### src/rtl/cbha_pkg.sv
// Shared constants and types for the contiguous bank heap allocator.
package cbha_pkg;

  // Heap geometry. BANK_BYTES must be a power of two.
  localparam int unsigned NUM_BANKS  = 128;
  localparam int unsigned BANK_BYTES = 64;
  localparam int unsigned HEAP_BASE  = 46848;

  localparam int unsigned BANK_SHIFT  = $clog2(BANK_BYTES);
  localparam int unsigned IDX_W       = $clog2(NUM_BANKS);
  localparam int unsigned CNT_W       = $clog2(NUM_BANKS + 1);
  localparam int unsigned SIZE_W      = 32;
  localparam int unsigned NEED_FULL_W = SIZE_W + 1 - BANK_SHIFT;
  localparam int unsigned RES_ADDR_W  = 16;
  localparam int unsigned STATUS_W    = 2;

  localparam logic [SIZE_W-1:0] HEAP_BASE_W  = SIZE_W'(HEAP_BASE);
  localparam logic [SIZE_W-1:0] HEAP_BYTES_W = SIZE_W'(NUM_BANKS * BANK_BYTES);
  localparam logic [SIZE_W-1:0] ADDR_LIMIT_W = SIZE_W'(32'hFFFF);
  localparam logic [IDX_W-1:0]  LAST_IDX     = IDX_W'(NUM_BANKS - 1);

  // Request opcodes.
  localparam logic OP_ALLOC = 1'b0;
  localparam logic OP_FREE  = 1'b1;

  // Result status codes.
  localparam logic [STATUS_W-1:0] ST_OK           = 2'd0;
  localparam logic [STATUS_W-1:0] ST_ALLOC_FAIL   = 2'd1;
  localparam logic [STATUS_W-1:0] ST_ILLEGAL_FREE = 2'd2;

  // One entry of the bank table.
  typedef struct packed {
    logic             used;
    logic             head;
    logic [IDX_W-1:0] following;
  } bank_entry_t;

  localparam int unsigned ENTRY_W = $bits(bank_entry_t);

  typedef struct packed {
    logic             en;
    logic [IDX_W-1:0] addr;
  } bank_rd_t;

  typedef struct packed {
    logic             en;
    logic [IDX_W-1:0] addr;
    bank_entry_t      data;
  } bank_wr_t;

endpackage

### src/rtl/cbha_ram.sv
// Generic single-port-write, single-port-read RAM with registered read data.
module cbha_ram #(
  parameter int unsigned WIDTH = 8,
  parameter int unsigned DEPTH = 16
) (
  input  logic                     clk,
  input  logic                     wr_en,
  input  logic [$clog2(DEPTH)-1:0] wr_addr,
  input  logic [WIDTH-1:0]         wr_data,
  input  logic                     rd_en,
  input  logic [$clog2(DEPTH)-1:0] rd_addr,
  output logic [WIDTH-1:0]         rd_data
);

  logic [WIDTH-1:0] mem [DEPTH];
  logic [WIDTH-1:0] rd_data_r;

  always_ff @(posedge clk) begin
    if (wr_en) begin
      mem[wr_addr] <= wr_data;
    end
    if (rd_en) begin
      rd_data_r <= mem[rd_addr];
    end
  end

  assign rd_data = rd_data_r;

endmodule

### src/rtl/cbha_bank_store.sv
// Bank table: RAM plus per-entry valid bits so the table reads as all free after reset.
module cbha_bank_store
  import cbha_pkg::*;
(
  input  logic        clk,
  input  logic        rst_n,
  input  bank_rd_t    rd_req,
  input  bank_wr_t    wr_req,
  output bank_entry_t rd_entry
);

  logic [NUM_BANKS-1:0] vld_r;
  logic                 rd_vld_r;
  logic [ENTRY_W-1:0]   ram_q;

  cbha_ram #(
    .WIDTH (ENTRY_W),
    .DEPTH (NUM_BANKS)
  ) u_ram (
    .clk     (clk),
    .wr_en   (wr_req.en),
    .wr_addr (wr_req.addr),
    .wr_data (wr_req.data),
    .rd_en   (rd_req.en),
    .rd_addr (rd_req.addr),
    .rd_data (ram_q)
  );

  always_ff @(posedge clk) begin
    if (!rst_n) begin
      vld_r    <= '0;
      rd_vld_r <= 1'b0;
    end else begin
      if (wr_req.en) begin
        vld_r[wr_req.addr] <= 1'b1;
      end
      if (rd_req.en) begin
        rd_vld_r <= vld_r[rd_req.addr];
      end
    end
  end

  // An entry never written since reset reads as a free bank.
  assign rd_entry = rd_vld_r ? bank_entry_t'(ram_q) : '0;

endmodule

### src/rtl/contiguous_bank_heap_allocator_core.sv
// First-fit allocator over a heap of fixed-size banks, with the bank table held in one
// synchronous RAM. An allocate reads the table one bank per cycle from bank 0 until it
// finds a long enough free run, then writes the run one bank per cycle and loads the
// result register. Zero, oversize and failed requests finish after the check, the scan
// or the base address check. A free reads the head entry of the run, then clears the
// run's banks in turn up to its last bank; a rejected free address finishes after the
// address check. One request is in flight at a time; a new request is taken once the
// previous result sits in the output register, which holds it until the transfer on
// the result side.
module contiguous_bank_heap_allocator_core
  import cbha_pkg::*;
(
  input  logic                  clk,
  input  logic                  rst_n,
  input  logic                  in_valid,
  output logic                  in_ready,
  input  logic                  in_op,
  input  logic [SIZE_W-1:0]     in_alloc_size,
  input  logic [SIZE_W-1:0]     in_free_address,
  output logic                  out_valid,
  input  logic                  out_ready,
  output logic [RES_ADDR_W-1:0] out_result_address,
  output logic [STATUS_W-1:0]   out_status
);

  typedef enum logic [2:0] {
    S_IDLE,
    S_SCAN,
    S_BASE,
    S_PLACE,
    S_FREE_CHK,
    S_CLEAR,
    S_DONE
  } state_t;

  state_t                  state_r, state_nxt;
  logic [CNT_W-1:0]        need_r, need_nxt;
  logic [CNT_W-1:0]        run_r, run_nxt;
  logic [IDX_W-1:0]        idx_r, idx_nxt;
  logic [IDX_W-1:0]        start_r, start_nxt;
  logic [IDX_W-1:0]        wr_idx_r, wr_idx_nxt;
  logic [IDX_W-1:0]        fol_r, fol_nxt;
  logic                    head_r, head_nxt;
  logic [IDX_W-1:0]        last_r, last_nxt;
  logic [RES_ADDR_W-1:0]   res_addr_r, res_addr_nxt;
  logic [STATUS_W-1:0]     res_status_r, res_status_nxt;
  logic                    out_valid_r, out_valid_nxt;
  logic [RES_ADDR_W-1:0]   out_addr_r, out_addr_nxt;
  logic [STATUS_W-1:0]     out_status_r, out_status_nxt;

  bank_rd_t    rd_req;
  bank_wr_t    wr_req;
  bank_entry_t rd_entry;

  logic [SIZE_W:0]        size_sum;
  logic [NEED_FULL_W-1:0] need_full;
  logic [SIZE_W-1:0]      free_off;
  logic                   free_legal;
  logic [IDX_W-1:0]       free_idx;
  logic [CNT_W-1:0]       run_inc;
  logic [CNT_W-1:0]       start_wide;
  logic [SIZE_W-1:0]      base_calc;
  logic [IDX_W:0]         last_sum;

  cbha_bank_store u_store (
    .clk      (clk),
    .rst_n    (rst_n),
    .rd_req   (rd_req),
    .wr_req   (wr_req),
    .rd_entry (rd_entry)
  );

  // Request decode.
  assign size_sum   = {1'b0, in_alloc_size} + (SIZE_W + 1)'(BANK_BYTES - 1);
  assign need_full  = size_sum[SIZE_W:BANK_SHIFT];
  assign free_off   = in_free_address - HEAP_BASE_W;
  assign free_legal = (in_free_address >= HEAP_BASE_W) && (free_off < HEAP_BYTES_W) &&
                      (free_off[BANK_SHIFT-1:0] == '0);
  assign free_idx   = free_off[BANK_SHIFT +: IDX_W];

  assign run_inc    = rd_entry.used ? '0 : run_r + CNT_W'(1);
  assign start_wide = CNT_W'(idx_r) + CNT_W'(1) - need_r;
  assign base_calc  = HEAP_BASE_W + (SIZE_W'(start_r) << BANK_SHIFT);
  assign last_sum   = (IDX_W + 1)'(idx_r) + (IDX_W + 1)'(rd_entry.following);

  assign in_ready = (state_r == S_IDLE);

  always_comb begin
    state_nxt      = state_r;
    need_nxt       = need_r;
    run_nxt        = run_r;
    idx_nxt        = idx_r;
    start_nxt      = start_r;
    wr_idx_nxt     = wr_idx_r;
    fol_nxt        = fol_r;
    head_nxt       = head_r;
    last_nxt       = last_r;
    res_addr_nxt   = res_addr_r;
    res_status_nxt = res_status_r;
    out_valid_nxt  = out_valid_r && !out_ready;
    out_addr_nxt   = out_addr_r;
    out_status_nxt = out_status_r;
    rd_req         = '0;
    wr_req         = '0;

    unique case (state_r)
      S_IDLE: begin
        if (in_valid) begin
          res_addr_nxt = '0;
          if (in_op == OP_FREE) begin
            if (free_legal) begin
              rd_req.en   = 1'b1;
              rd_req.addr = free_idx;
              idx_nxt     = free_idx;
              state_nxt   = S_FREE_CHK;
            end else begin
              res_status_nxt = ST_ILLEGAL_FREE;
              state_nxt      = S_DONE;
            end
          end else begin
            if ((in_alloc_size == '0) || (need_full > NEED_FULL_W'(NUM_BANKS))) begin
              res_status_nxt = ST_ALLOC_FAIL;
              state_nxt      = S_DONE;
            end else begin
              need_nxt    = need_full[CNT_W-1:0];
              run_nxt     = '0;
              idx_nxt     = '0;
              rd_req.en   = 1'b1;
              rd_req.addr = '0;
              state_nxt   = S_SCAN;
            end
          end
        end
      end

      // Entry idx_r arrives from the RAM; the read of the next bank is issued alongside.
      S_SCAN: begin
        run_nxt = run_inc;
        if (run_inc == need_r) begin
          start_nxt = start_wide[IDX_W-1:0];
          state_nxt = S_BASE;
        end else if (idx_r == LAST_IDX) begin
          res_status_nxt = ST_ALLOC_FAIL;
          state_nxt      = S_DONE;
        end else begin
          rd_req.en   = 1'b1;
          rd_req.addr = idx_r + IDX_W'(1);
          idx_nxt     = idx_r + IDX_W'(1);
        end
      end

      S_BASE: begin
        if (base_calc > ADDR_LIMIT_W) begin
          res_status_nxt = ST_ALLOC_FAIL;
          state_nxt      = S_DONE;
        end else begin
          res_addr_nxt = base_calc[RES_ADDR_W-1:0];
          wr_idx_nxt   = start_r;
          fol_nxt      = IDX_W'(need_r - CNT_W'(1));
          head_nxt     = 1'b1;
          state_nxt    = S_PLACE;
        end
      end

      S_PLACE: begin
        wr_req.en             = 1'b1;
        wr_req.addr           = wr_idx_r;
        wr_req.data.used      = 1'b1;
        wr_req.data.head      = head_r;
        wr_req.data.following = fol_r;
        head_nxt              = 1'b0;
        if (fol_r == '0) begin
          res_status_nxt = ST_OK;
          state_nxt      = S_DONE;
        end else begin
          wr_idx_nxt = wr_idx_r + IDX_W'(1);
          fol_nxt    = fol_r - IDX_W'(1);
        end
      end

      S_FREE_CHK: begin
        if (!rd_entry.used || !rd_entry.head) begin
          res_status_nxt = ST_ILLEGAL_FREE;
          state_nxt      = S_DONE;
        end else begin
          // A trailing count that runs past the heap end stops at the last bank.
          last_nxt   = (last_sum > (IDX_W + 1)'(LAST_IDX)) ? LAST_IDX : last_sum[IDX_W-1:0];
          wr_idx_nxt = idx_r;
          state_nxt  = S_CLEAR;
        end
      end

      S_CLEAR: begin
        wr_req.en   = 1'b1;
        wr_req.addr = wr_idx_r;
        wr_req.data = '0;
        if (wr_idx_r == last_r) begin
          res_status_nxt = ST_OK;
          state_nxt      = S_DONE;
        end else begin
          wr_idx_nxt = wr_idx_r + IDX_W'(1);
        end
      end

      S_DONE: begin
        if (!out_valid_r || out_ready) begin
          out_valid_nxt  = 1'b1;
          out_addr_nxt   = res_addr_r;
          out_status_nxt = res_status_r;
          state_nxt      = S_IDLE;
        end
      end

      default: begin
        state_nxt = S_IDLE;
      end
    endcase
  end

  always_ff @(posedge clk) begin
    if (!rst_n) begin
      state_r     <= S_IDLE;
      out_valid_r <= 1'b0;
    end else begin
      state_r     <= state_nxt;
      out_valid_r <= out_valid_nxt;
    end
    need_r       <= need_nxt;
    run_r        <= run_nxt;
    idx_r        <= idx_nxt;
    start_r      <= start_nxt;
    wr_idx_r     <= wr_idx_nxt;
    fol_r        <= fol_nxt;
    head_r       <= head_nxt;
    last_r       <= last_nxt;
    res_addr_r   <= res_addr_nxt;
    res_status_r <= res_status_nxt;
    out_addr_r   <= out_addr_nxt;
    out_status_r <= out_status_nxt;
  end

  assign out_valid          = out_valid_r;
  assign out_result_address = out_addr_r;
  assign out_status         = out_status_r;

  // The table is written only while a run is being placed or released.
  a_write_phase: assert property (@(posedge clk) disable iff (!rst_n)
    wr_req.en |-> (state_r == S_PLACE || state_r == S_CLEAR))
    else $error("bank table written outside place or clear");

  // The remaining trailing count never reaches the run length.
  a_place_count: assert property (@(posedge clk) disable iff (!rst_n)
    (state_r == S_PLACE) |-> (CNT_W'(fol_r) < need_r))
    else $error("trailing count out of range while placing");

  // A release walk never passes its last bank.
  a_clear_bound: assert property (@(posedge clk) disable iff (!rst_n)
    (state_r == S_CLEAR) |-> (wr_idx_r <= last_r))
    else $error("release walk past its last bank");

  // A nonzero returned address is a bank-aligned address inside the heap.
  a_addr_in_heap: assert property (@(posedge clk) disable iff (!rst_n)
    (out_valid_r && out_addr_r != '0) |->
      (out_status_r == ST_OK && SIZE_W'(out_addr_r) >= HEAP_BASE_W &&
       ((SIZE_W'(out_addr_r) - HEAP_BASE_W) & SIZE_W'(BANK_BYTES - 1)) == '0))
    else $error("returned address outside heap or misaligned");

endmodule
### config.mk
export PLATFORM = sky130hd
export DESIGN_NAME = contiguous_bank_heap_allocator_core
export DESIGN_NICKNAME = d
export VERILOG_FILES = /design/src/rtl/cbha_pkg.sv /design/src/rtl/cbha_ram.sv /design/src/rtl/cbha_bank_store.sv /design/src/rtl/contiguous_bank_heap_allocator_core.sv
export SDC_FILE = /design/constraint.sdc
export NUM_CORES = 2
export LEC_CHECK = 0
export BUFFER_PORTS_ARGS = -buffer_cell sky130_fd_sc_hd__buf_2
export CORE_ASPECT_RATIO = 1.5
export CORE_MARGIN = 2
export CORE_UTILIZATION = 50
export DETAILED_ROUTE_END_ITERATION = 16
export HOLD_SLACK_MARGIN = 0.1
export PLACE_DENSITY = 0.66
export SETUP_SLACK_MARGIN = 0.05
export SLEW_MARGIN = 20
export SYNTH_ARGS = -nofsm -noshare
export SYNTH_HDL_FRONTEND = slang
export SYNTH_SLANG_ARGS = --single-unit
### constraint.sdc
create_clock -name clk -period 7.35 [get_ports clk]
set_clock_uncertainty 0.1 [all_clocks]
set_input_delay 0.3675 -clock clk [delete_from_list [all_inputs] [get_ports clk]]
set_output_delay 0.3675 -clock clk [all_outputs]
set_load 0.1 [all_outputs]
# Word-level counts from Yosys, hierarchy flattened
# Memory sizes are Yosys's and may differ from the RTL's. A register that Yosys moved wholly into a read port is not among the register bits.
# Cells that the tools add are included.
[op_classes] n_bitwise=4 mux=65 order_cmp=8 eq_ne=29 addsub=11 reduce_logical=32
[op_table] cell="$or 128x128->128" count=1
[op_table] cell="$mux 7" count=12
[op_table] cell="$mux 8" count=10
[op_table] cell="$pmux 17 s2" count=1
[op_table] cell="$add 32x6->33 const B" count=1
[op_table] cell="$ge 32x16->1 const B" count=1
[op_table] cell="$logic_not 32->1" count=1
[op_table] cell="$lt 32x14->1 const B" count=1
[op_table] cell="$mux 16" count=2
[op_table] cell="$pmux 16 s2" count=1
[op_table] cell="$pmux 8 s2" count=2
[op_table] cell="$sub 32x16->32 const B" count=1
[op_table] cell="$ne 2x2->1 const B" count=15
[op_table] cell="$pmux 7 s2" count=2
[op_table] cell="$pmux 7 s4" count=1
[op_table] cell="$gt 27x8->1 const B" count=1
[op_table] cell="$mux 3" count=9
[op_table] cell="$mux 2" count=12
[op_table] cell="$add 7x1->7 const B" count=3
[op_table] cell="$pmux 3 s7" count=1
[op_table] cell="$add 16x13->17 const A" count=1
[op_table] cell="$gt 17x16->1 const B" count=1
[op_table] cell="$lt 7x8->1 const B" count=2
[op_table] cell="$sub 7x1->7 const B" count=2
[op_table] cell="other kinds (36)" count=65
[word_totals] mem_count=1 ram_bits=1152 in_bits=69 reg_bits=221
[mem_list] memory="u_store.u_ram.mem" words=128 width=9 rd=1 rd_ports_with_merged_regs=1 write_ports=1 line_no="cbha_ram.sv:15" source="logic [WIDTH-1:0] mem [DEPTH];"

# Longest topological paths before layout
[logic_depth] word_depth=10 mapped_depth=19 depth_no_buf=14

# Hierarchy
# Synthesis repeated with hierarchy kept, for this count alone.
[unflattened] hier_cells=3025 area_unflattened_um2=56110.1
[by_module_without_submodules] module="cbha_ram" n_inst=1 seq_area_each_um2=34863.4 cells_each=1816 area_each_um2=44619.0
[by_module_without_submodules] module="contiguous_bank_heap_allocator_core" n_inst=1 seq_area_each_um2=2362.3 cells_each=636 area_each_um2=5905.7
[by_module_without_submodules] module="cbha_bank_store" n_inst=1 seq_area_each_um2=2582.5 cells_each=573 area_each_um2=5585.4

# Worst setup path before layout
# No wires, ideal clock.
[synth_path] kind="reg-to-reg" startpoint="reg state_r[2]" endpoint="reg u_store.u_ram.rd_data_r[3], in the netlist u_store.u_ram.rd_data[3] (read register of u_store.u_ram.mem), data pin" synth_period_minus_slack_ns=5.737 setup_time_ns=0.256 path_stages_with_launch=16 n_path_buf=3 slack_ns=1.613 required_ns=6.994 t_arrival_ns=5.381 cell_sequence="dfxtp_1 > clkbuf_1 > nor3_1 > nand2_1 > nor2_1 > and2_1 > nand4_1 > o21a_1 > nor2b_2 > buf_6 > buf_8 > mux4_2 > o22ai_1 > a21oi_1 > a2111oi_0 > and4bb_1"
[synth_via] elab_chain_len=2
[synth_rtl] element="from (decl)" line_no="contiguous_bank_heap_allocator_core.sv:36" source="state_t state_r, state_nxt;"
[synth_rtl] element="from (signal assigned)" line_no="contiguous_bank_heap_allocator_core.sv:225" source="state_r <= state_nxt;"
[synth_rtl] element="$logic_not 3->1"
[synth_rtl] element="net in_ready" line_no="contiguous_bank_heap_allocator_core.sv:16" source="output logic in_ready,"
[synth_rtl] element="$pmux 8 s2" line_no="contiguous_bank_heap_allocator_core.sv:106" source="unique case (state_r)"
[synth_rtl] element="to (decl)" line_no="cbha_ram.sv:16" source="logic [WIDTH-1:0] rd_data_r;"
# The timed path passes the listed nets, and every way through them passes these cells.
# A chain may end at the register's enable or synchronous reset.

# Worst setup path after layout
[layout_path] startpoint="reg run_r[0]" endpoint="reg u_store.u_ram.rd_data_r[8], in the netlist u_store.u_ram.rd_data[8] (read register of u_store.u_ram.mem), data pin"
[layout_via] elab_chain_len=5
[layout_rtl] element="from (decl)" line_no="contiguous_bank_heap_allocator_core.sv:38" source="logic [CNT_W-1:0] run_r, run_nxt;"
[layout_rtl] element="from (signal assigned)" line_no="contiguous_bank_heap_allocator_core.sv:229" source="run_r <= run_nxt;"
[layout_rtl] element="$add 8x1->8" line_no="contiguous_bank_heap_allocator_core.sv:81" source="assign run_inc = rd_entry.used ? '0 : run_r + CNT_W'(1);"
[layout_rtl] element="$mux 8" line_no="contiguous_bank_heap_allocator_core.sv:81"
[layout_rtl] element="$eq 8x8->1" line_no="contiguous_bank_heap_allocator_core.sv:139" source="if (run_inc == need_r) begin"
[layout_rtl] element="$mux 8" line_no="contiguous_bank_heap_allocator_core.sv:139"
[layout_rtl] element="$pmux 8 s2" line_no="contiguous_bank_heap_allocator_core.sv:106"
# No other way between the ends.

==> flow_metrics.env <==
export IMPL_drv_cap=0
export IMPL_worstSetupPathType="flop to flop"
export IMPL_grt_pass1_vias=37110
export IMPL_cts_htree_levels=3
export IMPL_die_w_microns=281.9
export IMPL_drt_vias_per_instance=6.297
export IMPL_grt_max_degree=145
export IMPL_status="finished, final reports clean"
export IMPL_critPathMaxFanout=61
export IMPL_portBuffers=82
export IMPL_grt_overflow=0
export IMPL_synth_edf_count=1237
export IMPL_clock_latency_ns=0.75
export IMPL_vias=38070
export IMPL_dpl_cell_count=5787
export IMPL_worstPathArrival_ns=7.00
export IMPL_drc=0
export IMPL_synthesis_area_sq_mm=0.05791
export IMPL_yosys_area_top_type="edfxtp_1"
export IMPL_drt_initial_drc_count=4208
export IMPL_nFillCells=9201
export IMPL_peakVddDrop_mv=0.2562
export IMPL_crit_path_end_kind="flop"
export IMPL_period_needed_ns=6.663
export IMPL_place_congestion=0.8774
export IMPL_clockBufferDepth=3
export IMPL_final_common_cell="edfxtp_1"
export IMPL_clk_pin_slew_ns=0.07
export IMPL_die_height_microns=420.8
export IMPL_final_max_slew_viol_count=0
export IMPL_cp_num_buf_inv=1
export IMPL_hold_violations=0
export IMPL_r2r_slack_ns=0.69
export IMPL_r2r_end="u_store.u_ram.rd_data[8]$_DFFE_PP_"
export IMPL_crit_chain="ha_1 > a211o_1 > o32ai_1 > a21oi_1 > a2111o_1 > o31ai_1 > o21a_2 > nand2b_4 > buf_4 > a21oi_1 > o311ai_0 > a21oi_1 > a2111oi_1 > nor4_1"
export IMPL_hold_path_depth=5
export IMPL_core_area_sq_mm=0.1147
export IMPL_synth_ff_type="edfxtp_1"
export IMPL_min_period_over_period=0.9065
export IMPL_finalNonFillerCells=6046
export IMPL_ios=89
export IMPL_cp_slowest_cell="nand2b_4"
export IMPL_critPathTopFamily="compound AO/OA/AOI/OAI gates"
export IMPL_synth_top_cell_area_share=0.6415
export IMPL_ys_types=81
export IMPL_holdCritStartpoint="in_free_address[9]"
export IMPL_fin_setup_tns_ns=0
export IMPL_leakage_uw=0.02072
export IMPL_wire_per_inst_microns=26.95
export IMPL_worst_pin_slew_ns=1.185
export IMPL_reg2reg_from="run_r[0]$_SDFFCE_PN0P_"
export IMPL_cts_root_buf="clkbuf_16"
export IMPL_power_total_uw=18020
export IMPL_hold_path_class="primary input to flop"
export IMPL_fin_util=0.5601
export IMPL_grt_pass1_wl_microns=240200
export IMPL_track_usage=0.2737
export IMPL_rows=152
export IMPL_cp_common_cell="a21oi_1"
export IMPL_clock_sinks=1370
export IMPL_syn_avg_cell_area_sq_um=13.21
export IMPL_cts_resized=0
export IMPL_ant_nets=0
export IMPL_slowest_delay_ns=0.98
export IMPL_r2r_cells=14
export IMPL_area_growth_pct=10.92
export IMPL_finalSetupViolCount=0
export IMPL_floorplan_initialDensity=0.5049
export IMPL_fin_nets=4498
export IMPL_critical_path_required_ns=7.69
export IMPL_layout_common_cells="1237 x edfxtp_1, 477 x nand2_1, 252 x nor2_1, 181 x o21ai_0, 156 x and3_1"
export IMPL_rsz0062_at_grt="no"
export IMPL_async_flop_share=0
export IMPL_routed_wl_microns=162900
export IMPL_cts_inserted_buffers=120
export IMPL_antenna_found_initial=6
export IMPL_dr_pass1_iters=6
export IMPL_drive_gt1_frac=0.1035
export IMPL_max_slew_margin=0.2082
export IMPL_hold_end="idx_r[3]$_DFFE_PP_"
export IMPL_yosys_warnings=0
export IMPL_dieArea_sq_mm=0.1186
export IMPL_worstSetupStartpointType="flop"
export IMPL_ys_ff_latch=1370
export IMPL_power_density_mw_per_mm2=280.5
export IMPL_cts_tree="yes"
export IMPL_dp_hpwl_microns=97070
export IMPL_yosysSeqAreaShare=0.6875
export IMPL_fmax_mhz=150.1
export IMPL_synthCells=4382
export IMPL_synth_area_leaders="edfxtp_1 64%, dfxtp_1 4.6%, nand2_1 3.1%, a211oi_1 2.0%, and3_1 1.8%"
routing by layer:
layer,global-route usage,up-vias,wire (microns)
met1,0.3447,19080,61650
met5,0,-,27
met4,0.1427,4,8380
met3,0.03897,371,12610
met2,0.4600,1817,80280
li1,-,16800,-
synthesized netlist by cell type (all sizes together), types with 40 or more instances:
| cell | count |
|---|---|
| edfxtp | 1237 |
| nand2 | 480 |
| nor2 | 268 |
| clkbuf | 193 |
| o21ai | 183 |
| and3 | 164 |
| a211oi | 151 |
| buf | 142 |
| o21a | 134 |
| dfxtp | 133 |
| a21oi | 115 |
| nand3 | 113 |
| o211ai | 109 |
| a31oi | 102 |
| a311oi | 94 |
| nand3b | 90 |
| inv | 89 |
| mux2i | 69 |
| nand2b | 48 |
| nor3 | 40 |
worst max path at each step:
| stage | cells after the start | slack, ns | to | startpoint |
|---|---|---|---|---|
| 6_report | 14 | 0.69 | u_store.u_ram.rd_data[8]$_DFFE_PP_ | run_r[0]$_SDFFCE_PN0P_ |
| 2_1_floorplan | 15 | 1.61 | u_store.u_ram.rd_data[3]$_DFFE_PP_ | state_r[2]$_SDFFE_PN0P_ |
| 3_5_place_dp | 15 | 0.79 | u_store.u_ram.rd_data[7]$_DFFE_PP_ | in_free_address[23] |
| 5_1_grt | 14 | 0.45 | u_store.u_ram.rd_data[8]$_DFFE_PP_ | run_r[0]$_SDFFCE_PN0P_ |
| 3_3_place_gp | 15 | 0.52 | u_store.u_ram.rd_data[4]$_DFFE_PP_ | run_r[0]$_SDFFCE_PN0P_ |
| 4_1_cts | 15 | 0.80 | u_store.u_ram.rd_data[6]$_DFFE_PP_ | run_r[0]$_SDFFCE_PN0P_ |
logic make-up (layout without fill, tap and decap cells):
family | after synthesis | in the layout | share of synthesized area
DFF | 1370 | 1370 | 0.6875
and+or+nand+nor | 1339 | 1339 | 0.1121
AOI/OAI and AO/OA | 1052 | 1052 | 0.1251
buffers and inverters | 426 | 540 | 0.03345
muxes | 110 | 110 | 0.02690
xor gates and xnor gates | 54 | 54 | 0.008167
adders and majority gates | 30 | 30 | 0.006742
other | 1 | 11 | 0.00006476
report_power, final:
group / switching (uW) / internal (uW)
Sequential: 173 / 8730
Clock: 2810 / 3530
Combinational: 2030 / 744
through the flow:
step	setup slack, ns	cell area [sq um]	hold slack (ns)
final	0.6872	64230	0.2363
after global routing	0.4481	64230	0.2651
after CTS	0.8004	64170	0.1821
after detailed placement	0.7855	59950	0.3052
after global placement	0.5181	59920	0.3052
after floorplan	1.613	57930	0.3003
state kept, by name, indices dropped and copies added (netlist names), 3 cells and up:
name / flops
start_r: 7
fol_r: 7
need_r: 8
u_store.vld_r: 128
res_addr_r: 10
wr_idx_r: 7
last_r: 7
u_store.u_ram.rd_data: 9
state_r: 3
u_store.u_ram.mem: 1152
out_result_address: 10
idx_r: 7
run_r: 8
timing repair:
action	CTS	global route
buffers inserted	0	0
hold buffers	29	0
endpoints found under the hold margin	83	0
worst register-to-register path, cell delays in order (launching register included):
cell and delay, ns:
edfxtp_1 0.52, ha_1 0.46, a211o_1 0.38, o32ai_1 0.15, a21oi_1 0.07, a2111o_1 0.37
o31ai_1 0.25, o21a_2 0.73, nand2b_4 0.99, buf_4 0.42, a21oi_1 0.09, o311ai_0 0.62
a21oi_1 0.17, a2111oi_1 0.89, nor4_1 0.16
cell type report:
type,instances,area (sq um),area share
Antenna cell,5,12.51,0.0001948
Clock buffer,170,3312,0.05156
Clock inverter,54,614.3,0.009565
Inverter,91,341.6,0.005318
Multi-Input combinational cell,2591,16420,0.2556
Sequential cell,1370,39810,0.6198
Tap cell,1540,1927,0.03000
Timing Repair Buffer,225,1798,0.02799
No activity file was read; power rests on OpenSTA's default activity.
